## src/pdq_pkg.sv

```systemverilog
// Shared types and constants for the priority deque with key search.
package pdq_pkg;

  localparam int KeyW          = 32;
  localparam int ValW          = 8;
  localparam int PosW          = 7;
  localparam int QueueDepthDef = 64;
  localparam int CmdQDepth     = 2;

  typedef enum logic [1:0] {
    OP_ADD    = 2'd0,
    OP_REMOVE = 2'd1,
    OP_SEARCH = 2'd2,
    OP_URGENT = 2'd3
  } op_e;

  typedef enum logic [1:0] {
    STAT_OK        = 2'd0,
    STAT_FULL      = 2'd1,
    STAT_EMPTY     = 2'd2,
    STAT_NOT_FOUND = 2'd3
  } status_e;

  typedef struct packed {
    op_e             op;
    logic            writes;   // add or urgent insert
    logic            at_head;  // urgent insert places the word at the head
    logic [KeyW-1:0] key;
    logic [ValW-1:0] value;
  } cmd_t;

endpackage

```

## src/pdq_front.sv

```systemverilog
// Input stage: takes request words and decodes them into commands.
module pdq_front (
  input  logic                     clk,
  input  logic                     rst_n,
  input  logic                     in_valid,
  output logic                     in_stall,
  input  logic [1:0]               in_operation,
  input  logic [pdq_pkg::KeyW-1:0] in_entry_key,
  input  logic [pdq_pkg::ValW-1:0] in_entry_value,
  output logic                     push_valid,
  output pdq_pkg::cmd_t            push_cmd,
  input  logic                     push_stall
);
  import pdq_pkg::*;

  op_e op;

  assign op = op_e'(in_operation);

  always_comb begin
    push_cmd.op      = op;
    push_cmd.writes  = (op == OP_ADD) || (op == OP_URGENT);
    push_cmd.at_head = (op == OP_URGENT);
    push_cmd.key     = in_entry_key;
    push_cmd.value   = in_entry_value;
  end

  assign push_valid = in_valid;
  assign in_stall   = push_stall;

  // a word is only taken while the command queue has room
  assert property (@(posedge clk) disable iff (!rst_n)
    (in_valid && push_stall) |-> in_stall)
    else $error("front accepted a word into a full command queue");

endmodule

```

## src/pdq_cmd_fifo.sv

```systemverilog
// Short command queue between the decode front and the execution engine.
module pdq_cmd_fifo (
  input  logic          clk,
  input  logic          rst_n,
  input  logic          push_valid,
  input  pdq_pkg::cmd_t push_cmd,
  output logic          push_stall,
  output logic          pop_valid,
  output pdq_pkg::cmd_t pop_cmd,
  input  logic          pop_ready
);
  import pdq_pkg::*;

  localparam int AW = (CmdQDepth > 1) ? $clog2(CmdQDepth) : 1;
  localparam int LW = $clog2(CmdQDepth + 1);

  cmd_t          q_r [CmdQDepth];
  logic [AW-1:0] wr_ptr_r, wr_ptr_nxt;
  logic [AW-1:0] rd_ptr_r, rd_ptr_nxt;
  logic [LW-1:0] level_r, level_nxt;
  logic          push, pop;

  function automatic logic [AW-1:0] ptr_inc(input logic [AW-1:0] p);
    if (p == AW'(CmdQDepth - 1)) begin
      return '0;
    end
    return p + AW'(1);
  endfunction

  assign push_stall = (level_r == LW'(CmdQDepth));
  assign pop_valid  = (level_r != '0);
  assign pop_cmd    = q_r[rd_ptr_r];
  assign push       = push_valid && !push_stall;
  assign pop        = pop_ready && pop_valid;

  always_comb begin
    wr_ptr_nxt = push ? ptr_inc(wr_ptr_r) : wr_ptr_r;
    rd_ptr_nxt = pop ? ptr_inc(rd_ptr_r) : rd_ptr_r;
    level_nxt  = level_r;
    if (push && !pop) begin
      level_nxt = level_r + LW'(1);
    end else if (pop && !push) begin
      level_nxt = level_r - LW'(1);
    end
  end

  always_ff @(posedge clk) begin
    if (!rst_n) begin
      wr_ptr_r <= '0;
      rd_ptr_r <= '0;
      level_r  <= '0;
    end else begin
      wr_ptr_r <= wr_ptr_nxt;
      rd_ptr_r <= rd_ptr_nxt;
      level_r  <= level_nxt;
    end
  end

  always_ff @(posedge clk) begin
    if (push) begin
      q_r[wr_ptr_r] <= push_cmd;
    end
  end

  assert property (@(posedge clk) disable iff (!rst_n)
    level_r <= LW'(CmdQDepth))
    else $error("command queue level overflow");

  assert property (@(posedge clk) disable iff (!rst_n)
    (push && !pop) |=> (level_r == $past(level_r) + LW'(1)))
    else $error("command queue level did not grow on push");

endmodule

```

## src/pdq_engine.sv

```systemverilog
// Execution engine: ring storage, head and count, search sequencer and result register.
module pdq_engine #(
  parameter int QUEUE_DEPTH = pdq_pkg::QueueDepthDef
) (
  input  logic                     clk,
  input  logic                     rst_n,
  input  logic                     cmd_valid,
  input  pdq_pkg::cmd_t            cmd,
  output logic                     cmd_pop,
  output logic                     out_valid,
  input  logic                     out_stall,
  output logic [1:0]               out_status,
  output logic [pdq_pkg::KeyW-1:0] out_result_key,
  output logic [pdq_pkg::ValW-1:0] out_result_value,
  output logic [pdq_pkg::PosW-1:0] out_result_position
);
  import pdq_pkg::*;

  localparam int PW = $clog2(QUEUE_DEPTH);
  localparam int CW = $clog2(QUEUE_DEPTH + 1);

  typedef enum logic [1:0] {
    S_IDLE,
    S_REMOVE,
    S_SCAN
  } state_t;

  logic [KeyW-1:0] key_mem [QUEUE_DEPTH];
  logic [ValW-1:0] val_mem [QUEUE_DEPTH];
  logic [KeyW-1:0] rd_key_r;
  logic [ValW-1:0] rd_val_r;

  state_t          state_r, state_nxt;
  logic [PW-1:0]   head_r, head_nxt;
  logic [CW-1:0]   count_r, count_nxt;
  logic [PW-1:0]   scan_slot_r, scan_slot_nxt;
  logic [PW-1:0]   scan_idx_r, scan_idx_nxt;
  logic [KeyW-1:0] scan_key_r, scan_key_nxt;
  logic            out_valid_r, out_valid_nxt;
  status_e         out_status_r, out_status_nxt;
  logic [KeyW-1:0] out_key_r, out_key_nxt;
  logic [ValW-1:0] out_val_r, out_val_nxt;
  logic [PosW-1:0] out_pos_r, out_pos_nxt;

  logic            full, empty, out_free, last_entry;
  logic            wr_en;
  logic [PW-1:0]   wr_addr, rd_addr, head_inc, head_dec, tail;
  logic [PW:0]     tail_sum;
  logic [PosW-1:0] pos_full;

  function automatic logic [PW-1:0] slot_inc(input logic [PW-1:0] s);
    if (s == PW'(QUEUE_DEPTH - 1)) begin
      return '0;
    end
    return s + PW'(1);
  endfunction

  assign full       = (count_r == CW'(QUEUE_DEPTH));
  assign empty      = (count_r == '0);
  assign out_free   = !out_valid_r || !out_stall;
  assign head_inc   = slot_inc(head_r);
  assign head_dec   = (head_r == '0) ? PW'(QUEUE_DEPTH - 1) : head_r - PW'(1);
  // count is below depth whenever the tail is used
  assign tail_sum   = {1'b0, head_r} + {1'b0, count_r[PW-1:0]};
  assign tail       = (tail_sum >= (PW + 1)'(QUEUE_DEPTH))
                      ? PW'(tail_sum - (PW + 1)'(QUEUE_DEPTH)) : tail_sum[PW-1:0];
  assign last_entry = (({1'b0, scan_idx_r} + (PW + 1)'(1)) == (PW + 1)'(count_r));
  // position wraps at its field width
  assign pos_full   = PosW'(scan_idx_r) + PosW'(1);
  assign rd_addr    = (state_r == S_IDLE) ? head_r : scan_slot_r;
  assign wr_addr    = cmd.at_head ? head_dec : tail;

  always_comb begin
    state_nxt      = state_r;
    head_nxt       = head_r;
    count_nxt      = count_r;
    scan_slot_nxt  = scan_slot_r;
    scan_idx_nxt   = scan_idx_r;
    scan_key_nxt   = scan_key_r;
    out_valid_nxt  = out_valid_r && out_stall;
    out_status_nxt = out_status_r;
    out_key_nxt    = out_key_r;
    out_val_nxt    = out_val_r;
    out_pos_nxt    = out_pos_r;
    cmd_pop        = 1'b0;
    wr_en          = 1'b0;

    case (state_r)
      S_IDLE: begin
        // the result register is free at pop time and only this engine fills it
        if (cmd_valid && out_free) begin
          cmd_pop        = 1'b1;
          out_valid_nxt  = 1'b1;
          out_status_nxt = STAT_OK;
          out_key_nxt    = '0;
          out_val_nxt    = '0;
          out_pos_nxt    = '0;
          if (cmd.writes) begin
            if (full) begin
              out_status_nxt = STAT_FULL;
            end else begin
              wr_en     = 1'b1;
              count_nxt = count_r + CW'(1);
              if (cmd.at_head) begin
                head_nxt = head_dec;
              end
            end
          end else if (empty) begin
            out_status_nxt = STAT_EMPTY;
          end else begin
            out_valid_nxt = 1'b0;
            case (cmd.op)
              OP_REMOVE: begin
                head_nxt  = head_inc;
                count_nxt = count_r - CW'(1);
                state_nxt = S_REMOVE;
              end
              OP_SEARCH: begin
                scan_slot_nxt = head_inc;
                scan_idx_nxt  = '0;
                scan_key_nxt  = cmd.key;
                state_nxt     = S_SCAN;
              end
              default: begin
                out_valid_nxt = 1'b1;
              end
            endcase
          end
        end
      end
      S_REMOVE: begin
        out_valid_nxt  = 1'b1;
        out_status_nxt = STAT_OK;
        out_key_nxt    = rd_key_r;
        out_val_nxt    = rd_val_r;
        out_pos_nxt    = '0;
        state_nxt      = S_IDLE;
      end
      S_SCAN: begin
        // read data arrives in the cycle after its address, one entry compared per cycle
        if (rd_key_r == scan_key_r) begin
          out_valid_nxt  = 1'b1;
          out_status_nxt = STAT_OK;
          out_key_nxt    = rd_key_r;
          out_val_nxt    = rd_val_r;
          out_pos_nxt    = pos_full;
          state_nxt      = S_IDLE;
        end else if (last_entry) begin
          out_valid_nxt  = 1'b1;
          out_status_nxt = STAT_NOT_FOUND;
          out_key_nxt    = '0;
          out_val_nxt    = '0;
          out_pos_nxt    = '0;
          state_nxt      = S_IDLE;
        end else begin
          scan_idx_nxt  = scan_idx_r + PW'(1);
          scan_slot_nxt = slot_inc(scan_slot_r);
        end
      end
      default: begin
        state_nxt = S_IDLE;
      end
    endcase
  end

  always_ff @(posedge clk) begin
    if (!rst_n) begin
      state_r      <= S_IDLE;
      head_r       <= '0;
      count_r      <= '0;
      out_valid_r  <= 1'b0;
      scan_slot_r  <= '0;
      scan_idx_r   <= '0;
      scan_key_r   <= '0;
      out_status_r <= STAT_OK;
      out_key_r    <= '0;
      out_val_r    <= '0;
      out_pos_r    <= '0;
    end else begin
      state_r      <= state_nxt;
      head_r       <= head_nxt;
      count_r      <= count_nxt;
      out_valid_r  <= out_valid_nxt;
      scan_slot_r  <= scan_slot_nxt;
      scan_idx_r   <= scan_idx_nxt;
      scan_key_r   <= scan_key_nxt;
      out_status_r <= out_status_nxt;
      out_key_r    <= out_key_nxt;
      out_val_r    <= out_val_nxt;
      out_pos_r    <= out_pos_nxt;
    end
  end

  always_ff @(posedge clk) begin
    if (wr_en) begin
      key_mem[wr_addr] <= cmd.key;
      val_mem[wr_addr] <= cmd.value;
    end
    rd_key_r <= key_mem[rd_addr];
    rd_val_r <= val_mem[rd_addr];
  end

  assign out_valid           = out_valid_r;
  assign out_status          = out_status_r;
  assign out_result_key      = out_key_r;
  assign out_result_value    = out_val_r;
  assign out_result_position = out_pos_r;

  assert property (@(posedge clk) disable iff (!rst_n)
    count_r <= CW'(QUEUE_DEPTH))
    else $error("entry count above queue depth");

  assert property (@(posedge clk) disable iff (!rst_n)
    (state_r != S_IDLE) |=> ($stable(head_r) && $stable(count_r)))
    else $error("head or count moved outside command pop");

  assert property (@(posedge clk) disable iff (!rst_n)
    (state_r == S_SCAN) |-> (({1'b0, scan_idx_r}) < (PW + 1)'(count_r)))
    else $error("search ran past the last entry");

  assert property (@(posedge clk) disable iff (!rst_n)
    (cmd_pop && !cmd.writes && empty) |=> (state_r == S_IDLE && out_valid_r))
    else $error("empty remove or search did not answer at once");

endmodule

```

## src/priority_deque_with_key_search.sv

```systemverilog
// Top level of the priority deque with key search: front, command queue and engine.
// Request words are decoded by the front and held in a two-entry command queue, so
// new words are taken while the queue has room, also while the engine is busy or a
// result waits at the output. The engine answers add, urgent insert and any full or
// empty case directly from its idle state and a remove through its remove state. A
// search reads one stored entry per cycle through the single read port of the ring
// storage and ends at the first key match counted from the head.
module priority_deque_with_key_search #(
  parameter int QUEUE_DEPTH = pdq_pkg::QueueDepthDef
) (
  input  logic                     clk,
  input  logic                     rst_n,
  input  logic                     in_valid,
  output logic                     in_stall,
  input  logic [1:0]               in_operation,
  input  logic [pdq_pkg::KeyW-1:0] in_entry_key,
  input  logic [pdq_pkg::ValW-1:0] in_entry_value,
  output logic                     out_valid,
  input  logic                     out_stall,
  output logic [1:0]               out_status,
  output logic [pdq_pkg::KeyW-1:0] out_result_key,
  output logic [pdq_pkg::ValW-1:0] out_result_value,
  output logic [pdq_pkg::PosW-1:0] out_result_position
);
  import pdq_pkg::*;

  logic push_valid, push_stall;
  cmd_t push_cmd;
  logic cmd_valid, cmd_pop;
  cmd_t cmd;

  pdq_front u_front (
    .clk            (clk),
    .rst_n          (rst_n),
    .in_valid       (in_valid),
    .in_stall       (in_stall),
    .in_operation   (in_operation),
    .in_entry_key   (in_entry_key),
    .in_entry_value (in_entry_value),
    .push_valid     (push_valid),
    .push_cmd       (push_cmd),
    .push_stall     (push_stall)
  );

  pdq_cmd_fifo u_cmd_fifo (
    .clk        (clk),
    .rst_n      (rst_n),
    .push_valid (push_valid),
    .push_cmd   (push_cmd),
    .push_stall (push_stall),
    .pop_valid  (cmd_valid),
    .pop_cmd    (cmd),
    .pop_ready  (cmd_pop)
  );

  pdq_engine #(
    .QUEUE_DEPTH (QUEUE_DEPTH)
  ) u_engine (
    .clk                 (clk),
    .rst_n               (rst_n),
    .cmd_valid           (cmd_valid),
    .cmd                 (cmd),
    .cmd_pop             (cmd_pop),
    .out_valid           (out_valid),
    .out_stall           (out_stall),
    .out_status          (out_status),
    .out_result_key      (out_result_key),
    .out_result_value    (out_result_value),
    .out_result_position (out_result_position)
  );

endmodule
```

## config.mk

```make
export PLATFORM = sky130hd
export DESIGN_NAME = priority_deque_with_key_search
export DESIGN_NICKNAME = d
export VERILOG_FILES = /design/src/pdq_pkg.sv /design/src/pdq_front.sv /design/src/pdq_cmd_fifo.sv /design/src/pdq_engine.sv /design/src/priority_deque_with_key_search.sv
export SDC_FILE = /design/constraint.sdc
export NUM_CORES = 2
export LEC_CHECK = 0
export ABC_AREA = 0
export BUFFER_PORTS_ARGS = -buffer_cell sky130_fd_sc_hd__buf_2
export CORE_MARGIN = 5
export CORE_UTILIZATION = 45
export CTS_CLUSTER_DIAMETER = 30
export DETAILED_ROUTE_END_ITERATION = 8
export GPL_ROUTABILITY_DRIVEN = 0
export PLACE_DENSITY = 0.59
export SYNTH_ARGS = -nofsm -noshare
export SYNTH_HDL_FRONTEND = slang
export SYNTH_SLANG_ARGS = --single-unit
```

## constraint.sdc

```tcl
create_clock -name clk -period 6.8 [get_ports clk]
set_clock_uncertainty 0.05 [all_clocks]
set_input_delay 0.68 -clock clk [delete_from_list [all_inputs] [get_ports clk]]
set_output_delay 0.68 -clock clk [all_outputs]
set_load 0.005 [all_outputs]
```

==> results.ini <==
[routing]
ant_nets=0
first_iter_violations=8113
drcViolationCount=0
avgRoutedWirePerCell_um=28.4
first_pass_iters=5
vias=67900
vias_per_cell=5.91
wirelength_um=326000

[die]
rows=180
start_util=0.452
core_um2=241000
io_pins=97
dieArea_um2=252000
fp.dieH_um=502
dieWidth_um=502

[clocking]
h-tree-depth=6
postCtsHoldBufs=42
cts_buffers=559
cts.clk_slew.worst_paths_ns=0.04
ctsResizeCount=0
root_buffer=clkbuf_16
cts_tree=built
clkLatencyLatePin_ns=0.95
cts_setup_buffers=0
clkSinkCount=2802
clockBufferDepth=4

[finish]
final_common_cell=edfxtp_1
final_cell_mix=2648 x edfxtp_1, 1504 x nand2_1, 681 x mux2i_1
syn_to_final_growth_pct=22.3
drive_gt1_frac=0.164
nNetsFinal=7927
stdcell_count=11500

[sta]
finalHoldViolCount=0
whs_ns=0.0733
slew_headroom=-0.00913
fmax_mhz=186
setup_viol=0
rsz0062_at_grt=no
fin_crit_ns=5.39
slew_viol_final=1
fin_setup_tns_ns=0
worstMarginPinSlew_ns=1.49
fin_crit_sh=0.792

[synthesis]
synth_top_family_by_area=simple AND/OR/NAND/NOR gates
ys.flop_type=edfxtp_1
synth_compound_area_frac=0.0679
synth.net_count=7431
yosys_register_bits=2802
seq_area_frac_synth=0.759
syn-instance-count=7360
muxShareOfSynthArea=0.0674
synth_cell_type_count=74
synth-simple-area-share=0.0778
mappedNetlistArea_um2=109000
ys_warn_count=0
avgSynthCellArea_um2=14.8
synthAdderAreaFrac=0.00301
synth-xor-area-share=0.00539
synth-async-reset-ratio=0
synth_edf_count=2648

[run]
max-cap-violations=2

[setup_path]
critPathMaxStageDelay_ns=1.25
cp-end-kind=flip-flop
crit_type=reg -> reg
slowest_stage=o311ai_0
worstRegToRegCells=11
crit_arrival_ns=6.01
r2r_end=u_engine.rd_key_r[22]$_DFF_P_
crit_required_ns=7.42
crit_path_max_fanout=44
path_cells=inv_1, ha_1, buf_4, mux2i_4, buf_12, buf_12, buf_12, mux2i_1, o22ai_1, o311ai_0, nand4_1
start_kind=flip-flop
crit_family=multiplexers
rrSetupSlack_ns=1.41
crit_start=u_engine.state_r[1]$_SDFFE_PN0P_
reg2reg_from=u_engine.state_r[1]$_SDFFE_PN0P_
crit_end=u_engine.rd_key_r[22]$_DFF_P_
crit_top_cell=buf_12
path_depth=11
critical_path_buf_inv_count=5

[placed_design]
port_buffers=96
place.detailed.hpwl_um=167000
dpl.cell_count=10400

[pwr]
sw_frac_of_total=0.317
p_int_w=0.0427
total_power_w=0.0625
p_sw_w=0.0198
combPwrFrac=0.234
p_clk_frac=0.424
p_leak_nw=49.4
peakVddDrop_v=0.000408
p_per_area_nw_per_um2=469
power_frac_seq=0.342

[global_route]
first_global_vias=66600
grt_pass1_wl_um=467000
grt.overflow.total=0
antenna_found_initial=18
grt_use_total=0.254
grt_max_degree=161

[run_status]
status=finished with violations
violations=capacitance limit, slew limit

[hold_path]
hold_class=in -> reg

## power by group through the flow
| stage | Sequential, W | Combinational, W | Clock [W] |
|---|---|---|---|
| floorplan | 0.0214 | 0.00848 | 0 |
| global placement | 0.0217 | 0.0141 | 0 |
| detailed placement | 0.0217 | 0.0143 | 0 |
| CTS | 0.0214 | 0.0144 | 0.0268 |
| global route | 0.0214 | 0.0155 | 0.0277 |
| finish | 0.0214 | 0.0146 | 0.0265 |
## cell families (layout without fill, tap and decap cells)
logic type | count (synthesis) | in the layout
AND/OR/NAND/NOR | 2016 | 2016
multiplexers | 727 | 727
other | 0 | 8
buffers and inverters | 498 | 1431
XOR/XNOR | 67 | 67
adder cells (fa/ha/maj) | 25 | 25
AO/OA/AOI/OAI | 1225 | 1225
flip-flops | 2802 | 2802
## synthesized netlist by cell type (all sizes together) (9+ instances only)
| cell type | number | area, um2 |
|---|---|---|
| o22ai | 321 | 2010 |
| nor4 | 172 | 1080 |
| o311ai | 159 | 1390 |
| dfxtp | 154 | 3080 |
| nand4 | 42 | 263 |
| clkbuf | 241 | 905 |
| xor2 | 43 | 377 |
| mux2 | 44 | 499 |
| and3 | 9 | 56.3 |
| nor2 | 86 | 328 |
| o21ai | 21 | 105 |
| ha | 23 | 288 |
| nand2 | 1504 | 5650 |
| xnor2 | 24 | 210 |
| nand3 | 101 | 510 |
| buf | 229 | 1160 |
| mux2i | 683 | 6840 |
| nor3 | 73 | 370 |
| edfxtp | 2648 | 79500 |
| a31oi | 10 | 114 |
| a21oi | 664 | 3330 |
| inv | 27 | 101 |
## through the flow
stage	instance area [um2]	worst slack (ns)	util
2_1_floorplan	109000	1.34	-
3_3_place_gp	114000	1.02	0.475
3_5_place_dp	114000	1.64	0.475
4_1_cts	133000	1.64	0.553
5_1_grt	133000	1.42	0.553
6_report	133000	1.41	0.553
## worst min-delay path: cells and delay by family
kind	cells	cell delay [ns]
compound gates	1	0.09
buf+inv	1	0.13
simple gates	1	0.10
## state kept, by name, indices dropped and copies added, names as in the netlist, named ones only
signal,flops
u_engine.out_result_key,32
u_cmd_fifo.level_r,2
u_engine.key_mem,2048
u_engine.head_r,6
u_cmd_fifo.wr_ptr_r,1
u_engine.scan_idx_r,6
u_engine.out_result_value,8
u_engine.out_result_position,7
u_engine.scan_key_r,32
u_engine.val_mem,512
u_engine.scan_slot_r,6
u_engine.state_r,2
u_cmd_fifo.q_r,88
u_engine.out_status,2
u_engine.out_valid,1
u_cmd_fifo.rd_ptr_r,1
u_engine.rd_key_r,32
u_engine.count_r,7
u_engine.rd_val_r,8
## worst min-delay path by stage
stage / cells past startpoint / startpoint / endpoint
after floorplan: 2 / u_engine.rd_val_r[0]$_DFF_P_ / u_engine.out_result_value[0]$_SDFFE_PN0P_
after global placement: 2 / u_engine.rd_val_r[2]$_DFF_P_ / u_engine.out_result_value[2]$_SDFFE_PN0P_
after detailed placement: 2 / u_engine.out_result_key[27]$_SDFFE_PN0P_ / u_engine.out_result_key[27]$_SDFFE_PN0P_
after CTS: 3 / out_stall / u_engine.out_valid$_SDFF_PN0_
after global routing: 3 / out_stall / u_engine.out_valid$_SDFF_PN0_
final: 3 / out_stall / u_engine.out_valid$_SDFF_PN0_
## layout make-up
type | instances | area [um2]
multi-input cells | 4060 | 24600
fillers | 18700 | 108000
repair buffers | 405 | 3450
clock inverters | 325 | 3370
diodes | 8 | 20.0
inverters | 28 | 106
clock buffers | 673 | 15000
well taps | 3185 | 3990
flip-flops and latches | 2802 | 82600
## layer usage
layer | wire length, um | global-route usage | vias to the layer above | share of wire
li1 | - | - | 29200 | -
met1 | 135000 | 0.358 | 34700 | 0.41
met2 | 149000 | 0.394 | 3467 | 0.46
met3 | 31100 | 0.0510 | 569 | 0.095
met4 | 10400 | 0.0890 | 4 | 0.032
met5 | 23 | 0 | - | 0.000071
(Power assumes the default switching activity.)
